<file path="config.mk">
export PLATFORM = sky130hd
export DESIGN_NAME = mta_mul
export DESIGN_NICKNAME = d
export VERILOG_FILES = /design/src/rtl/core/mesh_tangent_accumulator_defines.svh /design/src/rtl/core/mta_pkg.sv /design/src/rtl/core/mta_mul.sv
export SDC_FILE = /design/constraint.sdc
export NUM_CORES = 2
export LEC_CHECK = 0
export BUFFER_PORTS_ARGS = -buffer_cell sky130_fd_sc_hd__buf_2
export CAP_MARGIN = 10
export CORE_ASPECT_RATIO = 1.1
export CORE_MARGIN = 2
export CORE_UTILIZATION = 60
export CTS_CLUSTER_SIZE = 14
export DETAILED_ROUTE_END_ITERATION = 8
export GPL_ROUTABILITY_DRIVEN = 0
export GPL_TIMING_DRIVEN = 0
export PLACE_DENSITY = 0.83
export RECOVER_POWER = 100
export SLEW_MARGIN = 25
export SYNTH_ARGS = -nofsm -noshare
export SYNTH_HDL_FRONTEND = slang
export SYNTH_SLANG_ARGS = --single-unit
</file>
<file path="constraint.sdc">
create_clock -name clk -period 11.8 [get_ports clk]
set_input_delay 3.54 -clock clk [delete_from_list [all_inputs] [get_ports clk]]
set_output_delay 3.54 -clock clk [all_outputs]
set_load 0.05 [all_outputs]
</file>
<file path="src/rtl/core/mesh_tangent_accumulator_defines.svh">
// Assertion macros shared by the tangent accumulator RTL.
`ifndef MESH_TANGENT_ACCUMULATOR_DEFINES_SVH
`define MESH_TANGENT_ACCUMULATOR_DEFINES_SVH

`ifndef NO_ASSERTIONS
// Same-cycle implication, checked at every rising edge outside reset.
`define MTA_ASSERT_IMP(label, clk, rst_n, ante, cons) \
  label: assert property (@(posedge clk) disable iff (!rst_n) (ante) |-> (cons)) \
    else $error("mta check failed");
// Next-cycle implication, checked at every rising edge outside reset.
`define MTA_ASSERT_NXT(label, clk, rst_n, ante, cons) \
  label: assert property (@(posedge clk) disable iff (!rst_n) (ante) |=> (cons)) \
    else $error("mta check failed");
`else
`define MTA_ASSERT_IMP(label, clk, rst_n, ante, cons)
`define MTA_ASSERT_NXT(label, clk, rst_n, ante, cons)
`endif

`endif

</file>
<file path="src/rtl/core/mta_pkg.sv">
// Shared types and constants of the mesh tangent accumulator.
package mta_pkg;

  localparam logic [1:0] ACT_LOAD = 2'd0;
  localparam logic [1:0] ACT_TRI  = 2'd1;
  localparam logic [1:0] ACT_READ = 2'd2;

  localparam int FLD_W    = 16;
  localparam int EDGE_W   = 17;
  localparam int T_W      = 36;
  localparam int DOT_W    = 43;
  localparam int VEC_W    = 32;
  localparam int MUL_W    = 33;
  localparam int PROD_W   = 66;
  localparam int SQ_W     = 64;
  localparam int ROOT_W   = 32;
  localparam int QUO_W    = 15;
  localparam int Q14_ONE  = 16384;

  typedef struct packed {
    logic signed [FLD_W-1:0] pos_x;
    logic signed [FLD_W-1:0] pos_y;
    logic signed [FLD_W-1:0] pos_z;
    logic signed [FLD_W-1:0] nrm_x;
    logic signed [FLD_W-1:0] nrm_y;
    logic signed [FLD_W-1:0] nrm_z;
    logic signed [FLD_W-1:0] tex_u;
    logic signed [FLD_W-1:0] tex_v;
  } vtx_t;

  typedef enum logic [4:0] {
    S_IDLE, S_TA, S_TB, S_TC, S_TD,
    S_PA, S_PB, S_PC, S_SHIFT,
    S_S3, S_S3E, S_SQS, S_SQW, S_DVS, S_DVW,
    S_FIN, S_ARD, S_AWR, S_RRD, S_RLD, S_OUT
  } st_t;

endpackage

</file>
<file path="src/rtl/core/mta_mul.sv">
// Shared signed multiplier with a registered product.
module mta_mul
  import mta_pkg::*;
(
  input  logic                     clk,
  input  logic signed [MUL_W-1:0]  op_a,
  input  logic signed [MUL_W-1:0]  op_b,
  output logic signed [PROD_W-1:0] prod
);

  logic signed [PROD_W-1:0] prod_r;

  always_ff @(posedge clk) begin
    prod_r <= PROD_W'(op_a) * PROD_W'(op_b);
  end

  assign prod = prod_r;

endmodule

</file>
Word level (Yosys, flattened, before mapping). Index checks and enable logic that the tools add are counted.

Multiply operators: 1.

Operators with widths (count): multiplier 33 x 33 -> 66 bit (1).

Word-level logic and storage cells: 2. Output and inout bits: 66. Bits in registers: 66. Input bits: 67.

Logic depth before layout (Yosys ltp).
Word-level depth: 1. Gate-level depth with buffers: 27. Depth with buffers taken out: 26.

Least setup slack after synthesis. OpenSTA, ideal clock, no wires.

Path type: in2reg. From: input port op_a[32]. To: register prod_r[62] (netlist: prod[62]). Setup slack: 1.024 ns. Stages: 23. Library setup time: 0.079 ns. Buffers on the path: 2. Data required time: 11.721 ns. Data arrival time: 10.697 ns. Cell sequence: clkbuf_1 nand2_1 inv_1 fa_1 fa_1 fa_1 fa_1 fa_1 fa_1 fa_1 inv_1 fa_1 inv_1 ha_1 clkbuf_1 and3_1 nand3_1 nand2b_1 a2111oi_4 a211oi_4 a21o_2 a21o_1 a211oi_2.

Cells in the longest elaborated chain, start to end: 1.

RTL lines: start: declaration (line mta_mul.sv:6) `input logic signed [MUL_W-1:0] op_a,`; multiplier 33 x 33 -> 66 bit (line mta_mul.sv:14) `prod_r <= PROD_W'(op_a) * PROD_W'(op_b);`; end signal: assignment (line mta_mul.sv:14); end: declaration (line mta_mul.sv:11) `logic signed [PROD_W-1:0] prod_r;`.

No other way between the ends.

Worst setup path after layout.
From: input port op_b[16]. To: register prod_r[58] (netlist: prod[58]).

Cells in the longest elaborated chain, start to end: 1.

RTL lines: start: declaration (line mta_mul.sv:7) `input logic signed [MUL_W-1:0] op_b,`; multiplier 33 x 33 -> 66 bit (line mta_mul.sv:14).

No other way between the ends.

==> results.yml <==
synthesis:
  synth-seq-cells: 66
  seq_area_frac_synth: 0.0324
  synth.area.top_cells: "fa_1 (56%), inv_1 (10%), and2_1 (8.6%)"
  synthTopCellsByCount: "fa_1 (1,145), inv_1 (1,131), and2_1 (562)"
  yosysWarnings: 0
  ys_async_sr_fraction: 0
  netlist_area_um2: 40700
  yosysTopAreaCell: "fa_1"
  yosysTopAreaCellShare: 0.563
  avgSynthCellArea_um2: 9.39
  synthCells: 4338
  yosysMostFrequentCell: "fa_1"
  yosysUniqueCellTypes: 80
  syn_nets: 5767
  synth-edff-count: 0
  ys.flop_type: "dfxtp_1"
sta:
  rsz0062_at_grt: "yes"
  finalCriticalPeriod_ps: 11790
  slew_viol_final: 0
  setup-violations-final: 0
  fmax_mhz: 84.8
  tns_ps: 0
  finalCritPeriodShare: 0.999
  slew_headroom: 0.178
  hold_viol: 0
  tightest_slew_ps: 1230
global_routing:
  grt_pass1_vias: 35100
  antenna_found_initial: 22
  grt-ovfl-total: 0
  gr-usage-met1: 0.456
  grt_max_degree: 27
  grt_use_met3: 0.184
  grt_busiest_layer: "met2"
  grt_first_pass_wirelength_mm: 206
  met2_usage: 0.593
  grt_use_total: 0.407
worst_setup_path:
  endpoint_kind: "flop"
  worstSetupStartpointType: "primary input"
  critPathKind: "primary input to flop"
  critPathLaunch: "op_b[16]"
  worstPathMaxFanout: 10
  worstPathArrival_ps: 12050
  cp.required_ps: 12060
floorplan:
  placementRows: 100
  die_y_um: 277
  dieArea_um2: 70000
  core_um2: 67400
  die_x_um: 252
  io_pins: 133
  start_util: 0.604
route:
  drc_errors: 7
  route.antenna.remaining_nets: 0
  drt_iter0_markers: 3901
  routed_wl_mm: 136
  wl_per_cell_um: 25.2
  vias: 32600
  firstDrtPassIters: 9
  routed_via_density: 6.05
layout:
  area_delta_synth_final_pct: 5.00
  final_cells: 5380
  final_cell_area_um2: 42800
  largest_register_ffs: 66
  drive_above_1_share: 0.0317
  final_net_count: 5910
run:
  maxCapViolations: 0
clock_tree:
  clock_sink_count: 66
  cts_tree: "built"
  cts_hold_buffers: 0
  clk_pin_slew_worst_paths_ps: 80
  htreeDepth: 3
  clockBufferDepth: 2
  root_buffer: "clkbuf_16"
  cts_buffers: 9
worst_hold_path:
  hold_class: "primary input to flop"
  hp-start: "op_a[1]"
place:
  place_inst: 5337
  place_area_um2: 42500
  dp_hpwl_mm: 113
  portBuffers: 132
status:
  status: "finished, violations left"
  failed_checks: "DRC"
==> cells in the final DEF, fill, tap and decap left out, types with 7 or more instances in the layout <==
master,n
a21oi_1,57
a211oi_1,7
dfxtp_1,66
o21bai_1,11
clkbuf_2,15
nand4_1,11
nor2_1,68
ha_1,217
clkbuf_16,9
xor2_1,25
diode_2,27
nand2b_1,12
o21ai_0,27
fa_1,1143
buf_2,76
a31oi_1,9
clkbuf_1,258
inv_1,1131
nand3_1,26
and2_1,560
a21o_1,36
xnor2_1,43
nand2_1,551
==> cells by family after synthesis <==
logic type | after synthesis | share of synthesized area
xor gates and xnor gates | 68 | 0.0146
buffers and inverters | 1352 | 0.125
and+or+nand+nor | 1271 | 0.158
DFF | 66 | 0.0324
adders and majority gates | 1362 | 0.629
AOI/OAI and AO/OA | 219 | 0.0407
==> metal layers <==
layer	share of wire	wire length (µm)	up-vias
met5	0.00074	100	-
met4	0.11	15200	7
met3	0.16	21600	924
met2	0.43	58500	2748
met1	0.30	40400	16200
li1	-	-	12700
==> worst max-delay path, stage by stage <==
cell and delay [ps]:
buf_2 190, clkbuf_1 930, and2_0 270, fa_1 460, fa_1 520, inv_1 50, fa_1 470, inv_1 50
fa_1 500, inv_1 60, fa_1 530, inv_1 50, fa_1 480, fa_1 490, inv_1 40, fa_1 780
inv_1 100, ha_1 390, and3_1 300, a311o_1 410, a31o_1 270, a211oi_4 520, a21oi_2 230, nor4b_2 290
a311oi_1 80
==> stage by stage <==
step,utilization,hold slack (ps),worst slack [ps]
final,0.634,3790,8.11
after global routing,0.634,3770,-35.0
after CTS,0.635,3590,19.9
after detailed placement,0.630,4010,-610
after global placement,0.630,4010,-1060
after floorplan,-,3670,1020
==> cell type report <==
cell class / count / area [µm²]
fillers: 5343 / 24700
clock inverters: 7 / 103
plain buffers: 219 / 863
clock buffers: 9 / 225
multi-input cells: 2920 / 34300
well taps: 867 / 1080
repair buffers: 134 / 591
diodes: 27 / 67.6
inverters: 1131 / 4250
flip-flops and latches: 66 / 1320
==> path summary, 6_finish.rpt <==
kind	to	slack, ps	cells past startpoint
worst max-delay path	prod[58]	8	25
worst min-delay path	prod[1]	3790	3
==> repair_timing <==
action                                  in CTS  in global routing
buffers inserted                             0                  2
hold endpoints to repair                     0                  0
pin swaps                                    0                  1
endpoints found under the setup margin       7                 12
resized for setup                            3                 33
Power is not shown: default switching activity piles up to over one toggle a cycle in this logic, so the estimate is an artifact.
