### src/rtl/core/mesh_tangent_accumulator_defines.svh
// Assertion macros shared by the tangent accumulator RTL.
`ifndef MESH_TANGENT_ACCUMULATOR_DEFINES_SVH
`define MESH_TANGENT_ACCUMULATOR_DEFINES_SVH

`ifndef NO_ASSERTIONS
// Same-cycle implication, checked at every rising edge outside reset.
`define MTA_ASSERT_IMP(label, clk, rst_n, ante, cons) \
  label: assert property (@(posedge clk) disable iff (!rst_n) (ante) |-> (cons)) \
    else $error("mta check failed");
// Next-cycle implication, checked at every rising edge outside reset.
`define MTA_ASSERT_NXT(label, clk, rst_n, ante, cons) \
  label: assert property (@(posedge clk) disable iff (!rst_n) (ante) |=> (cons)) \
    else $error("mta check failed");
`else
`define MTA_ASSERT_IMP(label, clk, rst_n, ante, cons)
`define MTA_ASSERT_NXT(label, clk, rst_n, ante, cons)
`endif

`endif

### src/rtl/core/mta_pkg.sv
// Shared types and constants of the mesh tangent accumulator.
package mta_pkg;

  localparam logic [1:0] ACT_LOAD = 2'd0;
  localparam logic [1:0] ACT_TRI  = 2'd1;
  localparam logic [1:0] ACT_READ = 2'd2;

  localparam int FLD_W    = 16;
  localparam int EDGE_W   = 17;
  localparam int T_W      = 36;
  localparam int DOT_W    = 43;
  localparam int VEC_W    = 32;
  localparam int MUL_W    = 33;
  localparam int PROD_W   = 66;
  localparam int SQ_W     = 64;
  localparam int ROOT_W   = 32;
  localparam int QUO_W    = 15;
  localparam int Q14_ONE  = 16384;

  typedef struct packed {
    logic signed [FLD_W-1:0] pos_x;
    logic signed [FLD_W-1:0] pos_y;
    logic signed [FLD_W-1:0] pos_z;
    logic signed [FLD_W-1:0] nrm_x;
    logic signed [FLD_W-1:0] nrm_y;
    logic signed [FLD_W-1:0] nrm_z;
    logic signed [FLD_W-1:0] tex_u;
    logic signed [FLD_W-1:0] tex_v;
  } vtx_t;

  typedef enum logic [4:0] {
    S_IDLE, S_TA, S_TB, S_TC, S_TD,
    S_PA, S_PB, S_PC, S_SHIFT,
    S_S3, S_S3E, S_SQS, S_SQW, S_DVS, S_DVW,
    S_FIN, S_ARD, S_AWR, S_RRD, S_RLD, S_OUT
  } st_t;

endpackage

### src/rtl/core/mta_div.sv
// Restoring divider: rounded magnitude times 2^14 over the length, signed result.
module mta_div
  import mta_pkg::*;
(
  input  logic                    clk,
  input  logic                    rst_n,
  input  logic                    start,
  input  logic [VEC_W-1:0]        mag,
  input  logic                    neg,
  input  logic [ROOT_W-1:0]       len,
  output logic                    done,
  output logic signed [FLD_W-1:0] quot
);

  localparam int NUM_W = VEC_W + 14 + 1;

  logic [NUM_W-1:0]  num;
  logic [ROOT_W:0]   rem_r;
  logic [QUO_W-1:0]  low_r;
  logic [QUO_W-1:0]  q_r;
  logic [ROOT_W-1:0] len_r;
  logic              neg_r;
  logic [3:0]        cnt_r;
  logic              busy_r;
  logic              done_r;
  logic [ROOT_W:0]   r2;
  logic [QUO_W-1:0]  qc;

  assign num = {1'b0, mag, 14'b0} + NUM_W'(len >> 1);
  assign r2  = {rem_r[ROOT_W-1:0], low_r[QUO_W-1]};

  always_ff @(posedge clk) begin
    if (!rst_n) begin
      busy_r <= 1'b0;
      done_r <= 1'b0;
      cnt_r  <= '0;
    end else begin
      done_r <= 1'b0;
      if (start) begin
        busy_r <= 1'b1;
        cnt_r  <= '0;
      end else if (busy_r) begin
        cnt_r <= cnt_r + 4'd1;
        if (cnt_r == 4'(QUO_W - 1)) begin
          busy_r <= 1'b0;
          done_r <= 1'b1;
        end
      end
    end
  end

  always_ff @(posedge clk) begin
    if (start) begin
      rem_r <= (ROOT_W+1)'(num >> QUO_W);
      low_r <= num[QUO_W-1:0];
      q_r   <= '0;
      len_r <= len;
      neg_r <= neg;
    end else if (busy_r) begin
      low_r <= low_r << 1;
      if (r2 >= {1'b0, len_r}) begin
        rem_r <= r2 - {1'b0, len_r};
        q_r   <= {q_r[QUO_W-2:0], 1'b1};
      end else begin
        rem_r <= r2;
        q_r   <= {q_r[QUO_W-2:0], 1'b0};
      end
    end
  end

  // The quotient never passes one, but the clamp keeps the Q2.14 range safe.
  assign qc   = (q_r > QUO_W'(Q14_ONE)) ? QUO_W'(Q14_ONE) : q_r;
  assign quot = neg_r ? -$signed({1'b0, qc}) : $signed({1'b0, qc});
  assign done = done_r;

endmodule

### config.mk
export PLATFORM = sky130hd
export DESIGN_NAME = mta_div
export DESIGN_NICKNAME = d
export VERILOG_FILES = /design/src/rtl/core/mesh_tangent_accumulator_defines.svh /design/src/rtl/core/mta_pkg.sv /design/src/rtl/core/mta_div.sv
export SDC_FILE = /design/constraint.sdc
export NUM_CORES = 1
export LEC_CHECK = 0
export BUFFER_PORTS_ARGS = -buffer_cell sky130_fd_sc_hd__clkbuf_2
export CORE_ASPECT_RATIO = 0.6
export CORE_MARGIN = 4
export CORE_UTILIZATION = 35
export DETAILED_ROUTE_END_ITERATION = 8
export GPL_ROUTABILITY_DRIVEN = 1
export SETUP_SLACK_MARGIN = 0.1
export SYNTH_ARGS = -nofsm -noshare
export SYNTH_HDL_FRONTEND = slang
export SYNTH_SLANG_ARGS = --single-unit
### constraint.sdc
create_clock -name clk -period 4 [get_ports clk]
set_input_delay 0.4 -clock clk [delete_from_list [all_inputs] [get_ports clk]]
set_output_delay 0.4 -clock clk [all_outputs]
set_load 0.02 [all_outputs]
Yosys cells after proc, flatten, opt, wreduce, memory -nomap -nowiden
Index checks and enable logic that the tools add are counted.
{ "classes": {"bitwise_logic": 2, "reduce_logical": 3, "eq_ne": 1, "n_mux": 12, "n_addsub": 4, "n_lt_le_gt_ge": 2} }
{ "ops": {"columns": ["operator", "n"], "rows": [
  ["two-way mux 32 bit", 3],
  ["adder 46 x 31 -> 47 bit", 1],
  ["two-way mux 15 bit", 3],
  [">= comparator 33 x 32 -> 1 bit", 1],
  ["subtractor 32 bit", 1],
  ["two-way mux 16 bit", 1],
  ["negation 15 -> 16 bit", 1],
  ["greater-than comparator 15 bit (second input constant)", 1],
  ["two-way mux 1 bit", 5],
  ["adder 4 x 1 -> 4 bit (second input constant)", 1],
  ["== test 4 bit (second input constant)", 1],
  ["OR reduction 3 bit", 1],
  ["inverter 1 bit", 2],
  ["nonzero test 2 bit", 1],
  ["OR reduction 2 bit", 1]
]} }
{ "word_totals": {"wordCells": 32, "output_inout_bits": 17, "ff_bits": 101, "input_bits": 68} }

Logic depth before layout (Yosys ltp)
{ "depth": {"word_depth": 4, "mapped_depth": 13} }

Least setup slack after synthesis
No wires, ideal clock.
{ "synth_path": {"kind": "flip-flop to flip-flop", "startpoint": "reg rem_r[0]", "endpoint": "reg rem_r[7] (data pin)", "synth_period_minus_slack_ns": 2.837, "arrival_ns": 2.566, "slack_ns": 1.163, "required_ns": 3.730, "path_stages_with_launch": 12, "path_buffers": 1, "cell_sequence": "edfxtp_1 > ha_1 > nor2b_1 > o31a_1 > o31a_1 > o31ai_4 > a2bb2oi_2 > a21oi_4 > buf_4 > and3b_1 > a211oi_1 > a21oi_1"} }
{ "synth_between": {"elab_chain_cells": 4} }
{ "synth_rtl": {"columns": ["item", "line", "text"], "rows": [
  ["start, declared", "mta_div.sv:18", "logic [ROOT_W:0] rem_r;"],
  ["start signal, assigned", "mta_div.sv:54", "rem_r <= (ROOT_W+1)'(num >> QUO_W);"],
  ["start signal, assigned", "mta_div.sv:62", "rem_r <= r2 - {1'b0, len_r};"],
  ["start signal, assigned", "mta_div.sv:65", "rem_r <= r2;"],
  ["subtractor 32 bit or >= comparator 33 x 32 -> 1 bit (tied branches)", "mta_div.sv:62, mta_div.sv:61", null],
  ["two-way mux 32 bit *", "mta_div.sv:61", "if (r2 >= {1'b0, len_r}) begin"],
  ["two-way mux 32 bit *", "mta_div.sv:59", "end else if (busy_r) begin"],
  ["two-way mux 32 bit *", "mta_div.sv:53", "if (start) begin"]
]} }
Every way passes the cells marked *; elsewhere a longest branch is shown, timed or not. The select of a mux whose other input is x is not followed.
A chain may end at the register's enable or synchronous reset.

Worst setup path in the final report
{ "layout_path": {"startpoint": "reg rem_r[0]", "endpoint": "reg rem_r[15] (data pin)"} }
The elaborated chain is that of the path after synthesis.

==> run_results.csv <==
group,metric,value,unit
outcome,outcome,"finished clean",
pwr,ir_drop,0.226,mV
global_routing,track_usage,17.1,%
critical_path,worstPathCellList,"ha_1 > nor2b_1 > o31a_1 > o31a_1 > o31ai_4 > a2bb2oi_2 > a21oi_4 > buf_4 > mux2i_1 > o21ai_0",
die,die_w,194,um
min_path,hold_path_class,"in -> reg",
sta,whs,203,ps
drt,num_vias,5914,
critical_path,cp_slowest_cell,"edfxtp_1",
critical_path,start_kind,"flop",
sta,rsz0062_at_grt,"no",
sta,maxSlewHeadroom,54.2,%
sta,timing.final.crit_share,84.3,%
clocking,cts_sinks,101,
synth,synth_top_area_cell,"edfxtp_1",
cells_and_area,final_util,40.9,%
place,numPortBuffers,84,
place,gp_congestion,0.934,
cells_and_area,syn_to_final_growth,13.7,%
clocking,cts_buffers,9,
critical_path,rr_startpoint,"rem_r[0]",
synth,synth_area,0.00728,mm^2
critical_path,startpoint,"rem_r[0]",
critical_path,rrSetupSlack,630,ps
drt,drt_wl_total,19.4,mm
cells_and_area,layout-drive-gt1-share,16.5,%
clocking,htree_levels,3,
pwr,power_leakage,3.50,nW
cells_and_area,regArea,0.00282,mm^2
run,max_cap_viol_count,0,
clocking,clk_path_buf_depth,2,
clocking,cts-resized-gates,0,
global_routing,gr-total-overflow,0,
clocking,cts_tree,"built",
sta,worst_slew_pin_slew,688,ps
synth,synth_nets,889,
critical_path,r2r-end,"rem_r[15]",
global_routing,grt_max_degree,70,
synth,synthTopCellsByArea,"edfxtp_1, ha_1, dfxtp_1",
drt,wl_per_cell,17.5,um
cells_and_area,instances_no_fill,1113,
clocking,worstSkewPairLatency,370,ps
synth,syn_inst,767,
synth,avgSynthCellArea,9.49,um^2
clocking,ctsHoldBuffers,0,
die,die_area,0.0232,mm^2
critical_path,cp_common_cell,"o31a_1",
die,io_pins,85,
synth,synthArstFlopShare,0,%
synth,synth.distinct_cells,64,
sta,setup_tns,0,ps
pwr,p_per_area,499,mW/mm^2
sta,slew_viol_final,0,
die,start_util,36.0,%
synth,yosysTopAreaCellShare,33.0,%
synth,ys.warnings.count,0,
sta,hold_viol,0,
critical_path,cp_max_fo,30,
clocking,cts_setup_buffers,0,
critical_path,critPathKind,"reg -> reg",
drt,detail_route.drc_violations,0,
cells_and_area,n_antenna_cell,0,
die,die_h,120,um
critical_path,endpoint,"rem_r[15]",
place,place_area,0.00797,mm^2
cells_and_area,n_fill_cell,2062,
critical_path,crit_path_max_incr_delay,460,ps
synth,synth_edf_count,80,
cells_and_area,multiInputGateArea,0.00412,mm^2
sta,clock-skew-final,13.4,ps
clocking,cts-root-buf,"clkbuf_16",
clocking,path_clk_slew,80,ps
global_routing,antenna_found_initial,0,
synth,yosysSeqAreaShare,38.8,%
critical_path,required,4090,ps
drt,drt_iter0_markers,464,
critical_path,ff2ff_path_depth,10,
die,core-area,0.0202,mm^2
synth,yosys_register_bits,101,
cells_and_area,final_area,0.00827,mm^2
sta,setup_violations,0,
cells_and_area,nets,957,
drt,vias_per_cell,5.31,
critical_path,crit_arrival,3470,ps
sta,min_period,3370,ps
die,rows,40,
drt,dr.pass1.iters,5,
place,dp_hpwl,15.1,mm
synth,ys.flop_type,"edfxtp_1",
place,place_inst,1097,
global_routing,grt_pass1_wl,31.7,mm
sta,max_freq,297,MHz
drt,detail-route-antenna-nets,0,
global_routing,grt_pass1_vias,5606,
critical_path,setup.worst_path.end_class,"flop",
[power breakdown]
part	total (mW)	switching, mW	leakage [nW]	internal [mW]
sequential	1.41	0.0827	0.965	1.33
clock	0.899	0.456	0.148	0.443
combinational	1.82	1.09	2.38	0.737
total	4.13	1.63	3.50	2.51
[Yosys cell counts, types with 6 or more instances]
cell and n:
o21bai_1 9, o21ai_0 46, a21boi_0 9, a21oi_1 74, nand3_1 16, nand2b_1 9
mux2i_1 21, clkbuf_1 24, nor2_1 65, ha_1 52, xnor2_1 30, nand4_1 9
nand2_1 46, a211oi_1 20, dfxtp_1 21, a21o_1 17, nor2b_1 7, a31oi_1 6
xor2_1 38, buf_2 7, inv_1 51, mux2_2 19, edfxtp_1 80, and3_1 7
o211ai_1 6
[per-stage QoR]
step / setup WS [ps] / total power, mW
finish: 628 / 4.13
global route: 510 / 4.42
CTS: 705 / 4.14
detailed placement: 680 / 3.22
global placement: 707 / 3.21
floorplan: 1160 / 2.76
[worst max-delay path, delay by kind of cell (launching register included)]
family	cells	cell delay [ps]
simple gates	1	150
flops	1	460
mux	1	390
compound gates	6	1430
fa+ha+maj	1	340
buf+inv	1	330
[final cells by class]
type | count | area share [%]
well taps | 273 | 4.13
multi-input cells | 580 | 49.8
clock inverters | 7 | 0.922
inverters | 51 | 2.31
clock buffers | 9 | 2.72
flip-flops and latches | 101 | 34.1
repair buffers | 92 | 5.99
[registers in the layout (all words and copies together), names as in the netlist]
| name | count |
|---|---|
| busy_r | 1 |
| cnt_r | 4 |
| done | 1 |
| len_r | 32 |
| low_r | 15 |
| neg_r | 1 |
| q_r | 15 |
| rem_r | 32 |
[layout by cell type, fill, tap and decap left out, drive strengths merged, types with 16 or more instances in the layout]
master,synthesis,layout
clkbuf,24,92
edfxtp,80,80
a21oi,75,75
nor2,65,65
inv,51,54
ha,52,52
o21ai,47,47
nand2,46,46
xor2,38,38
xnor2,30,30
mux2i,21,21
dfxtp,21,21
a211oi,21,21
mux2,19,19
a21o,17,17
nand3,16,16
[cells by family after synthesis]
logic type                 synth area share [%]
and+or+nand+nor                            12.4
AOI/OAI and AO/OA                          20.7
DFF                                        38.8
adders and majority gates                  9.49
xor gates and xnor gates                   8.18
buffers and inverters                      4.61
muxes                                      5.83
[worst min path at each step]
stage          startpoint  endpoint  slack, ps  depth (start not counted)
2_1_floorplan    cnt_r[3]      done        470                          2
3_3_place_gp     cnt_r[3]      done        490                          2
3_5_place_dp     cnt_r[3]      done        500                          2
4_1_cts               neg     neg_r        190                          1
5_1_grt               neg     neg_r        200                          1
6_report              neg     neg_r        200                          1
[routing by layer]
layer	GRT usage, %	vias up	routed length (um)
met5	0	-	0
met4	3.78	0	202
met3	3.87	13	1320
met2	23.2	175	7670
met1	27.1	2793	10200
li1	-	2933	-
Power figures use the tool's default switching activity.
