**src/rtl/core/mesh_tangent_accumulator_defines.svh**
```systemverilog
// Assertion macros shared by the tangent accumulator RTL.
`ifndef MESH_TANGENT_ACCUMULATOR_DEFINES_SVH
`define MESH_TANGENT_ACCUMULATOR_DEFINES_SVH

`ifndef NO_ASSERTIONS
// Same-cycle implication, checked at every rising edge outside reset.
`define MTA_ASSERT_IMP(label, clk, rst_n, ante, cons) \
  label: assert property (@(posedge clk) disable iff (!rst_n) (ante) |-> (cons)) \
    else $error("mta check failed");
// Next-cycle implication, checked at every rising edge outside reset.
`define MTA_ASSERT_NXT(label, clk, rst_n, ante, cons) \
  label: assert property (@(posedge clk) disable iff (!rst_n) (ante) |=> (cons)) \
    else $error("mta check failed");
`else
`define MTA_ASSERT_IMP(label, clk, rst_n, ante, cons)
`define MTA_ASSERT_NXT(label, clk, rst_n, ante, cons)
`endif

`endif

```
**src/rtl/core/mta_pkg.sv**
```systemverilog
// Shared types and constants of the mesh tangent accumulator.
package mta_pkg;

  localparam logic [1:0] ACT_LOAD = 2'd0;
  localparam logic [1:0] ACT_TRI  = 2'd1;
  localparam logic [1:0] ACT_READ = 2'd2;

  localparam int FLD_W    = 16;
  localparam int EDGE_W   = 17;
  localparam int T_W      = 36;
  localparam int DOT_W    = 43;
  localparam int VEC_W    = 32;
  localparam int MUL_W    = 33;
  localparam int PROD_W   = 66;
  localparam int SQ_W     = 64;
  localparam int ROOT_W   = 32;
  localparam int QUO_W    = 15;
  localparam int Q14_ONE  = 16384;

  typedef struct packed {
    logic signed [FLD_W-1:0] pos_x;
    logic signed [FLD_W-1:0] pos_y;
    logic signed [FLD_W-1:0] pos_z;
    logic signed [FLD_W-1:0] nrm_x;
    logic signed [FLD_W-1:0] nrm_y;
    logic signed [FLD_W-1:0] nrm_z;
    logic signed [FLD_W-1:0] tex_u;
    logic signed [FLD_W-1:0] tex_v;
  } vtx_t;

  typedef enum logic [4:0] {
    S_IDLE, S_TA, S_TB, S_TC, S_TD,
    S_PA, S_PB, S_PC, S_SHIFT,
    S_S3, S_S3E, S_SQS, S_SQW, S_DVS, S_DVW,
    S_FIN, S_ARD, S_AWR, S_RRD, S_RLD, S_OUT
  } st_t;

endpackage

```
**src/rtl/core/mta_sqrt.sv**
```systemverilog
// Iterative integer square root, two radicand bits per cycle.
module mta_sqrt
  import mta_pkg::*;
(
  input  logic              clk,
  input  logic              rst_n,
  input  logic              start,
  input  logic [SQ_W-1:0]   value,
  output logic              done,
  output logic [ROOT_W-1:0] root
);

  logic [SQ_W-1:0] v_r;
  logic [SQ_W-1:0] res_r;
  logic [SQ_W-1:0] bit_r;
  logic [4:0]      cnt_r;
  logic            busy_r;
  logic            done_r;
  logic [SQ_W-1:0] trial;

  assign trial = res_r + bit_r;

  always_ff @(posedge clk) begin
    if (!rst_n) begin
      busy_r <= 1'b0;
      done_r <= 1'b0;
      cnt_r  <= '0;
    end else begin
      done_r <= 1'b0;
      if (start) begin
        busy_r <= 1'b1;
        cnt_r  <= '0;
      end else if (busy_r) begin
        cnt_r <= cnt_r + 5'd1;
        if (cnt_r == 5'd31) begin
          busy_r <= 1'b0;
          done_r <= 1'b1;
        end
      end
    end
  end

  always_ff @(posedge clk) begin
    if (start) begin
      v_r   <= value;
      res_r <= '0;
      bit_r <= SQ_W'(1) << (SQ_W - 2);
    end else if (busy_r) begin
      if (v_r >= trial) begin
        v_r   <= v_r - trial;
        res_r <= (res_r >> 1) + bit_r;
      end else begin
        res_r <= res_r >> 1;
      end
      bit_r <= bit_r >> 2;
    end
  end

  assign done = done_r;
  assign root = res_r[ROOT_W-1:0];

endmodule

```
**config.mk**
```make
export PLATFORM = sky130hd
export DESIGN_NAME = mta_sqrt
export DESIGN_NICKNAME = d
export VERILOG_FILES = /design/src/rtl/core/mesh_tangent_accumulator_defines.svh /design/src/rtl/core/mta_pkg.sv /design/src/rtl/core/mta_sqrt.sv
export SDC_FILE = /design/constraint.sdc
export NUM_CORES = 1
export LEC_CHECK = 0
export BUFFER_PORTS_ARGS = -buffer_cell sky130_fd_sc_hd__clkbuf_2
export CORE_MARGIN = 10
export CORE_UTILIZATION = 40
export CTS_CLUSTER_DIAMETER = 50
export DETAILED_ROUTE_END_ITERATION = 10
export GPL_TIMING_DRIVEN = 0
export PLACE_DENSITY_LB_ADDON = 0.3
export SLEW_MARGIN = 15
export SYNTH_ARGS = -nofsm -noshare
export SYNTH_HDL_FRONTEND = slang
export SYNTH_SLANG_ARGS = --single-unit
```
**constraint.sdc**
```tcl
create_clock -name clk -period 20.1 [get_ports clk]
set_clock_uncertainty 0.15 [all_clocks]
set_input_delay 1.005 -clock clk [delete_from_list [all_inputs] [get_ports clk]]
set_output_delay 1.005 -clock clk [all_outputs]
set_load 0.02 [all_outputs]
```
; After elaboration in Yosys (flattened, before gate mapping)
; Index checks and enable logic that the tools add are counted.
[totals]
register_bits = 167
inputBits = 67
[classes]
bitwise = 2
eq_ne = 1
n_mux = 8
reduce_logical = 5
n_lt_le_gt_ge = 1
addsub = 4
[op_table]
columns = cell, count
row1 = $mux W64, 4
row2 = $add A63 B63 Y64, 1
row3 = $add A64 B63 Y64, 1
row4 = $ge A64 B64 Y1, 1
row5 = $sub A64 B64 Y64, 1
row6 = $add A5 B1 Y5 const B, 1
row7 = $eq A5 B5 Y1 const B, 1
row8 = $mux W1, 4
row9 = $reduce_bool A2 Y1, 2
row10 = $reduce_or A3 Y1, 1
row11 = $not A1 Y1, 2
row12 = $reduce_and A2 Y1, 1
row13 = $reduce_or A2 Y1, 1

; Depth between registers and ports, before layout
[logic_depth]
word_depth = 5
depth_mapped = 25

; Worst setup path after synthesis
; Ideal clock, no wire load.
[synth_timing]
path_kind = flip-flop to flip-flop
startpoint = register res_r[2]
endpoint = register v_r[0], enable pin
arrival_ns = 9.107
path_stages_with_launch = 22
slack_ns = 10.269
required_ns = 19.376
period_less_slack_ns = 9.831
setup_ns = 0.574
cell_sequence = dfxtp_1 ha_1 a31o_2 a31oi_1 o31ai_1 a22oi_1 a21oi_1 a211o_1 a21oi_1 o21ai_1 xnor2_1 ha_1 clkbuf_1 nand4_1 nor2_1 nor4b_1 o2111ai_1 a21oi_1 nor2_2 buf_2 buf_2 o21ai_0
[synth_between]
elab_chain_len = 4
[synth_lines]
columns = item, line
row1 = start: declaration, mta_sqrt.sv:14  ; logic [SQ_W-1:0] res_r;
row2 = start signal: assignment, mta_sqrt.sv:51  ; res_r <= (res_r >> 1) + bit_r;
row3 = start signal: assignment, mta_sqrt.sv:53  ; res_r <= res_r >> 1;
row4 = $add A64 B63 Y64, mta_sqrt.sv:21  ; assign trial = res_r + bit_r;
row5 = $ge A64 B64 Y1, mta_sqrt.sv:49  ; if (v_r >= trial) begin
row6 = $reduce_bool A2 Y1 (no line), -
row7 = $reduce_and A2 Y1 (no line), -
row8 = end signal: assignment, mta_sqrt.sv:45  ; v_r <= value;
row9 = end signal: assignment, mta_sqrt.sv:50  ; v_r <= v_r - trial;
row10 = end: declaration, mta_sqrt.sv:13  ; logic [SQ_W-1:0] v_r;
; No other way between the ends.
; A chain may end at the register's enable or synchronous reset.

; Final worst setup path
[layout_timing]
startpoint = register res_r[2]
endpoint = register v_r[36], enable pin
; Same word-level chain as after synthesis.

==> results.md <==
Route:
- The total via count in the routed design is 15,600.
- The iteration count of the initial detailed-routing pass is 7.
- The met1 wire length is 23.9 mm.
- Dividing the detail-routed via count by the number of cells gives 5.88.
- Wire segments on met3 add up to 3.50 mm in the final route.
- After detailed routing, the number of remaining DRC violations is 0.
- Summed over all nets, wire length on met2 after detailed routing comes to 23.8 mm.
- The detailed-route wire length per cell is 19.9 um.
- The count of nets left with antenna violations after detail routing is 0.
- After detailed routing, no signal wire sits above met4.
- In this run, the number of DRC markers left after iteration 0 of detailed routing was 1,288.
- The total wire length is 52.7 mm.

Timing:
- The setup slack of the critical path after layout is 11.65 ns.
- The worst slew slack as a fraction of its limit is 16.2%.
- The tightest hold path in the finished design has a slack of 0.370 ns.
- For the pin with the worst max-slew slack, the measured transition is 1.25 ns.
- Setup violations remaining at the end of the flow were counted as 0.
- The accumulated negative setup slack is 0 ns.
- The max-slew violation count is 0.
- Based on the critical path, the design can be clocked at up to 118 MHz.
- The minimum period implied by the final worst setup slack is 8.45 ns.
- Setup repair after global routing left no endpoint under its margin.
- The worst path uses 42.0% of the clock period.
- The hold violation total from the final report is 0.

Power and ir drop:
- The share of total power dissipated in the clock network is 16.1%.
- The power density normalized to cell area is 124 mW/mm2.
- The portion of total power attributed to combinational logic is 59.7%.
- For this design the static power due to leakage is 6.76 nW.
- The total design power is 2.16 mW.
- Per report_power, the sequential group accounts for 24.2% of the total.
- Net switching is 48.4% of the power.
- For this design the total switching power over the nets is 1.05 mW.
- The worst-case IR drop observed on VDD is 0.0598 mV.
- The internal portion of the total power is 1.11 mW.

Yosys:
- The mux share of post-synthesis cell area is 3.17%.
- The synthesized netlist devotes 26.2% of its cell area to compound gates.
- The synthesized netlist devotes 10.7% of its cell area to adder and majority cells.
- The sequential area share after synthesis is 25.6%.
- In the synthesized netlist, the number of instances is 2,002.
- The post-synthesis average cell area is 7.78 um2.
- After synthesis, the cell types taking the most area are sky130_fd_sc_hd__dfxtp_1, sky130_fd_sc_hd__edfxtp_1, sky130_fd_sc_hd__ha_1.
- The count of warnings emitted by yosys is 0.
- The simple-gate share of the synthesized area is 20.3%.
- When the netlist entered floorplanning its net count stood at 2,202.
- The area fraction of the dominant cell type after synthesis is 13.2%.
- By count the netlist is led by sky130_fd_sc_hd__nand2_1, sky130_fd_sc_hd__nor2_1, sky130_fd_sc_hd__o21ai_0, sky130_fd_sc_hd__a21oi_1, sky130_fd_sc_hd__ha_1.
- Among all cell types in the netlist, the one instantiated most often is sky130_fd_sc_hd__nand2_1.
- Yosys mapped a number of flops with a built-in enable equal to 64.
- In the synthesized netlist the dominant register cell turns out to be sky130_fd_sc_hd__dfxtp_1.
- The xor and xnor fraction of the mapped netlist area is 8.55%.
- The synthesized netlist contains 79 unique library cells.
- Counting flops with an async set or reset pin after synthesis yields a share of 0%.
- The cell taking the most area after synthesis is sky130_fd_sc_hd__dfxtp_1.
- The register bit total from synthesis is 167.
- Summing every instance area after synthesis gives 0.0156 mm2.
- By area, the combinational part of the netlist is dominated by compound AO/OA/AOI/OAI gates.

Floorplan:
- In this run the count of I/O pins placed on the die edge is 100.
- The effective utilization at floorplan is 40.4%.
- The floorplan step defined a die boundary enclosing 0.0472 mm2.
- The floorplan step set the die width to 217 um.
- In this run the core area contains 72 standard-cell rows.
- From bottom edge to top edge, the die measures 217 um.
- In this run the standard cell core region covers 0.0386 mm2.

Final layout:
- 0 antenna diodes ended up in the layout.
- The fraction of layout cells with a size suffix above 1 is 10.3%.
- The final layout contains 2,322 nets.
- The area overhead of the layout relative to synthesis is 11.7%.
- The total of fill cells in the finished design is 4,004.
- Once layout is done, the placed cells without fillers occupy 0.0174 mm2.

Place:
- At the end of routability-driven placement, the weighted congestion stood at 0.968.
- The worst-case setup slack after placement is 11.86 ns.
- Summed over all nets, the half-perimeter wirelength after detailed placement is 41.6 mm.
- The total cell area at the placement stage is 0.0168 mm2.
- The total of buffers placed on input and output ports is 98.

Critical path:
- The largest fanout on the critical path is 24.
- The sort of element at the start of the critical path is a register.
- The kind of end point of the critical path is a register.
- The worst path required time is 20.12 ns.
- The category of the critical setup timing path is register to register.
- The number of cells on the worst reg-to-reg path is 23.
- STA puts the critical path data arrival time at 8.47 ns.

Flow run:
- Across the run, the number of max-cap violations was 0.

Clocking:
- The number of sinks handled by clock tree synthesis is 167.
- The maximum level of the CTS H-tree is 4.
- The total clock buffers created by CTS is 17.
- The count of hold-fix buffers inserted at cts is 0.
- CTS placed an instance of sky130_fd_sc_hd__clkbuf_16 at the clock tree root.
- The number of gates resized after CTS is 0.
- The clock-pin slew on the worst setup and hold paths is 0.08 ns.
- TritonCTS built the clock tree.
- The buffers inserted during post-CTS setup optimization is 0.
- The maximum buffer depth of the clock tree is 2.
- The insertion delay to the later sink of the worst-skew pair is 0.47 ns.

GRT:
- The number of antenna violations at the first check in global routing is 0.
- The number of global-route vias before repair is 15,000.
- The first global-routing pass estimated 83.3 mm of wire.
- The overall global routing resource usage is 21.9%.
- Entering global routing, the biggest net connects 25 pins.
- The leftover overflow at the end of global routing is 0.

Hold path:
- The path category of the worst min-delay check is register to register.
- Counting instances, the worst hold path has a depth of 2.

Run status:
- The flow ran to the end, and the final reports show no timing, DRC or antenna violations.
## power groups by stage
stage,combinational [mW],sequential (mW),clock (mW)
after detailed placement,1.26,0.527,0
after floorplan,0.930,0.507,0
after global placement,1.23,0.536,0
after CTS,1.27,0.523,0.353
final,1.29,0.523,0.347
after global routing,1.42,0.532,0.367
## metrics by stage
stage / cells / utilization (%)
global placement: 2618 / 43.4
CTS: 2653 / 45.1
floorplan: 2002 / -
global route: 2653 / 45.1
finish: 2653 / 45.1
detailed placement: 2621 / 43.6
## sequential cells by signal, indices dropped and copies added, names as in the netlist
signal	flops
bit_r	32
done	1
cnt_r	5
busy_r	1
res_r	64
v_r	64
## placed cells by master (no fill, tap or decap), types with 46 or more instances in the layout
| cell | count |
|---|---|
| sky130_fd_sc_hd__a21oi_1 | 145 |
| sky130_fd_sc_hd__a31oi_1 | 70 |
| sky130_fd_sc_hd__clkbuf_1 | 103 |
| sky130_fd_sc_hd__clkbuf_2 | 98 |
| sky130_fd_sc_hd__dfxtp_1 | 103 |
| sky130_fd_sc_hd__edfxtp_1 | 64 |
| sky130_fd_sc_hd__ha_1 | 132 |
| sky130_fd_sc_hd__mux2i_1 | 46 |
| sky130_fd_sc_hd__nand2_1 | 213 |
| sky130_fd_sc_hd__nand4_1 | 50 |
| sky130_fd_sc_hd__nor2_1 | 206 |
| sky130_fd_sc_hd__o21ai_0 | 165 |
| sky130_fd_sc_hd__xnor2_1 | 75 |
| sky130_fd_sc_hd__xor2_1 | 77 |
## worst max-delay path: stages (launching register included)
cell and delay [ns]:
sky130_fd_sc_hd__dfxtp_1 0.39, sky130_fd_sc_hd__ha_1 0.37, sky130_fd_sc_hd__a31o_2 0.19, sky130_fd_sc_hd__a31oi_1 0.18
sky130_fd_sc_hd__o31ai_1 1.04, sky130_fd_sc_hd__a22oi_1 0.36, sky130_fd_sc_hd__a21oi_1 0.43, sky130_fd_sc_hd__a211o_1 0.27
sky130_fd_sc_hd__a21oi_1 0.22, sky130_fd_sc_hd__o21ai_1 0.30, sky130_fd_sc_hd__xnor2_1 0.14, sky130_fd_sc_hd__ha_1 0.29
sky130_fd_sc_hd__clkbuf_1 0.30, sky130_fd_sc_hd__nand4_1 0.27, sky130_fd_sc_hd__nor2_1 0.18, sky130_fd_sc_hd__nor4b_1 0.58
sky130_fd_sc_hd__o2111ai_1 0.30, sky130_fd_sc_hd__a21oi_1 0.58, sky130_fd_sc_hd__nor2_2 0.21, sky130_fd_sc_hd__buf_2 0.30
sky130_fd_sc_hd__buf_2 0.27, sky130_fd_sc_hd__o21ai_4 0.39, sky130_fd_sc_hd__buf_16 0.21, sky130_fd_sc_hd__buf_16 0.18
## layer usage
metal | GRT usage (%) | up-vias
li1 | - | 7600
met4 | 8.16 | 0
met1 | 29.5 | 7361
met5 | 0 | -
met2 | 34.6 | 560
met3 | 3.61 | 85
## cell type report
cell class / count / area (um2) / share of cell area (%)
Multi-Input combinational cell: 1645 / 10800 / 61.8
Sequential cell: 167 / 3980 / 22.9
Buffer: 154 / 711 / 4.08
Tap cell: 518 / 648 / 3.72
Timing Repair Buffer: 101 / 566 / 3.25
Clock buffer: 20 / 489 / 2.81
Inverter: 36 / 135 / 0.776
Clock inverter: 12 / 111 / 0.640
## cells by family after synthesis
logic type | count (synthesis)
AO/OA/AOI/OAI | 635
XOR/XNOR | 152
AND/OR/NAND/NOR | 676
flip-flops | 167
buffers and inverters | 190
adder cells (fa/ha/maj) | 133
multiplexers | 49
## path summary, 6_finish.rpt
path | start | to | slack, ns
worst max register to register | res_r[2] | v_r[36] | 11.65
worst min-delay path | cnt_r[4] | cnt_r[4] | 0.37
worst min register to register | cnt_r[4] | cnt_r[4] | 0.37
worst max-delay path | res_r[2] | v_r[36] | 11.65
(Power assumes the default switching activity.)
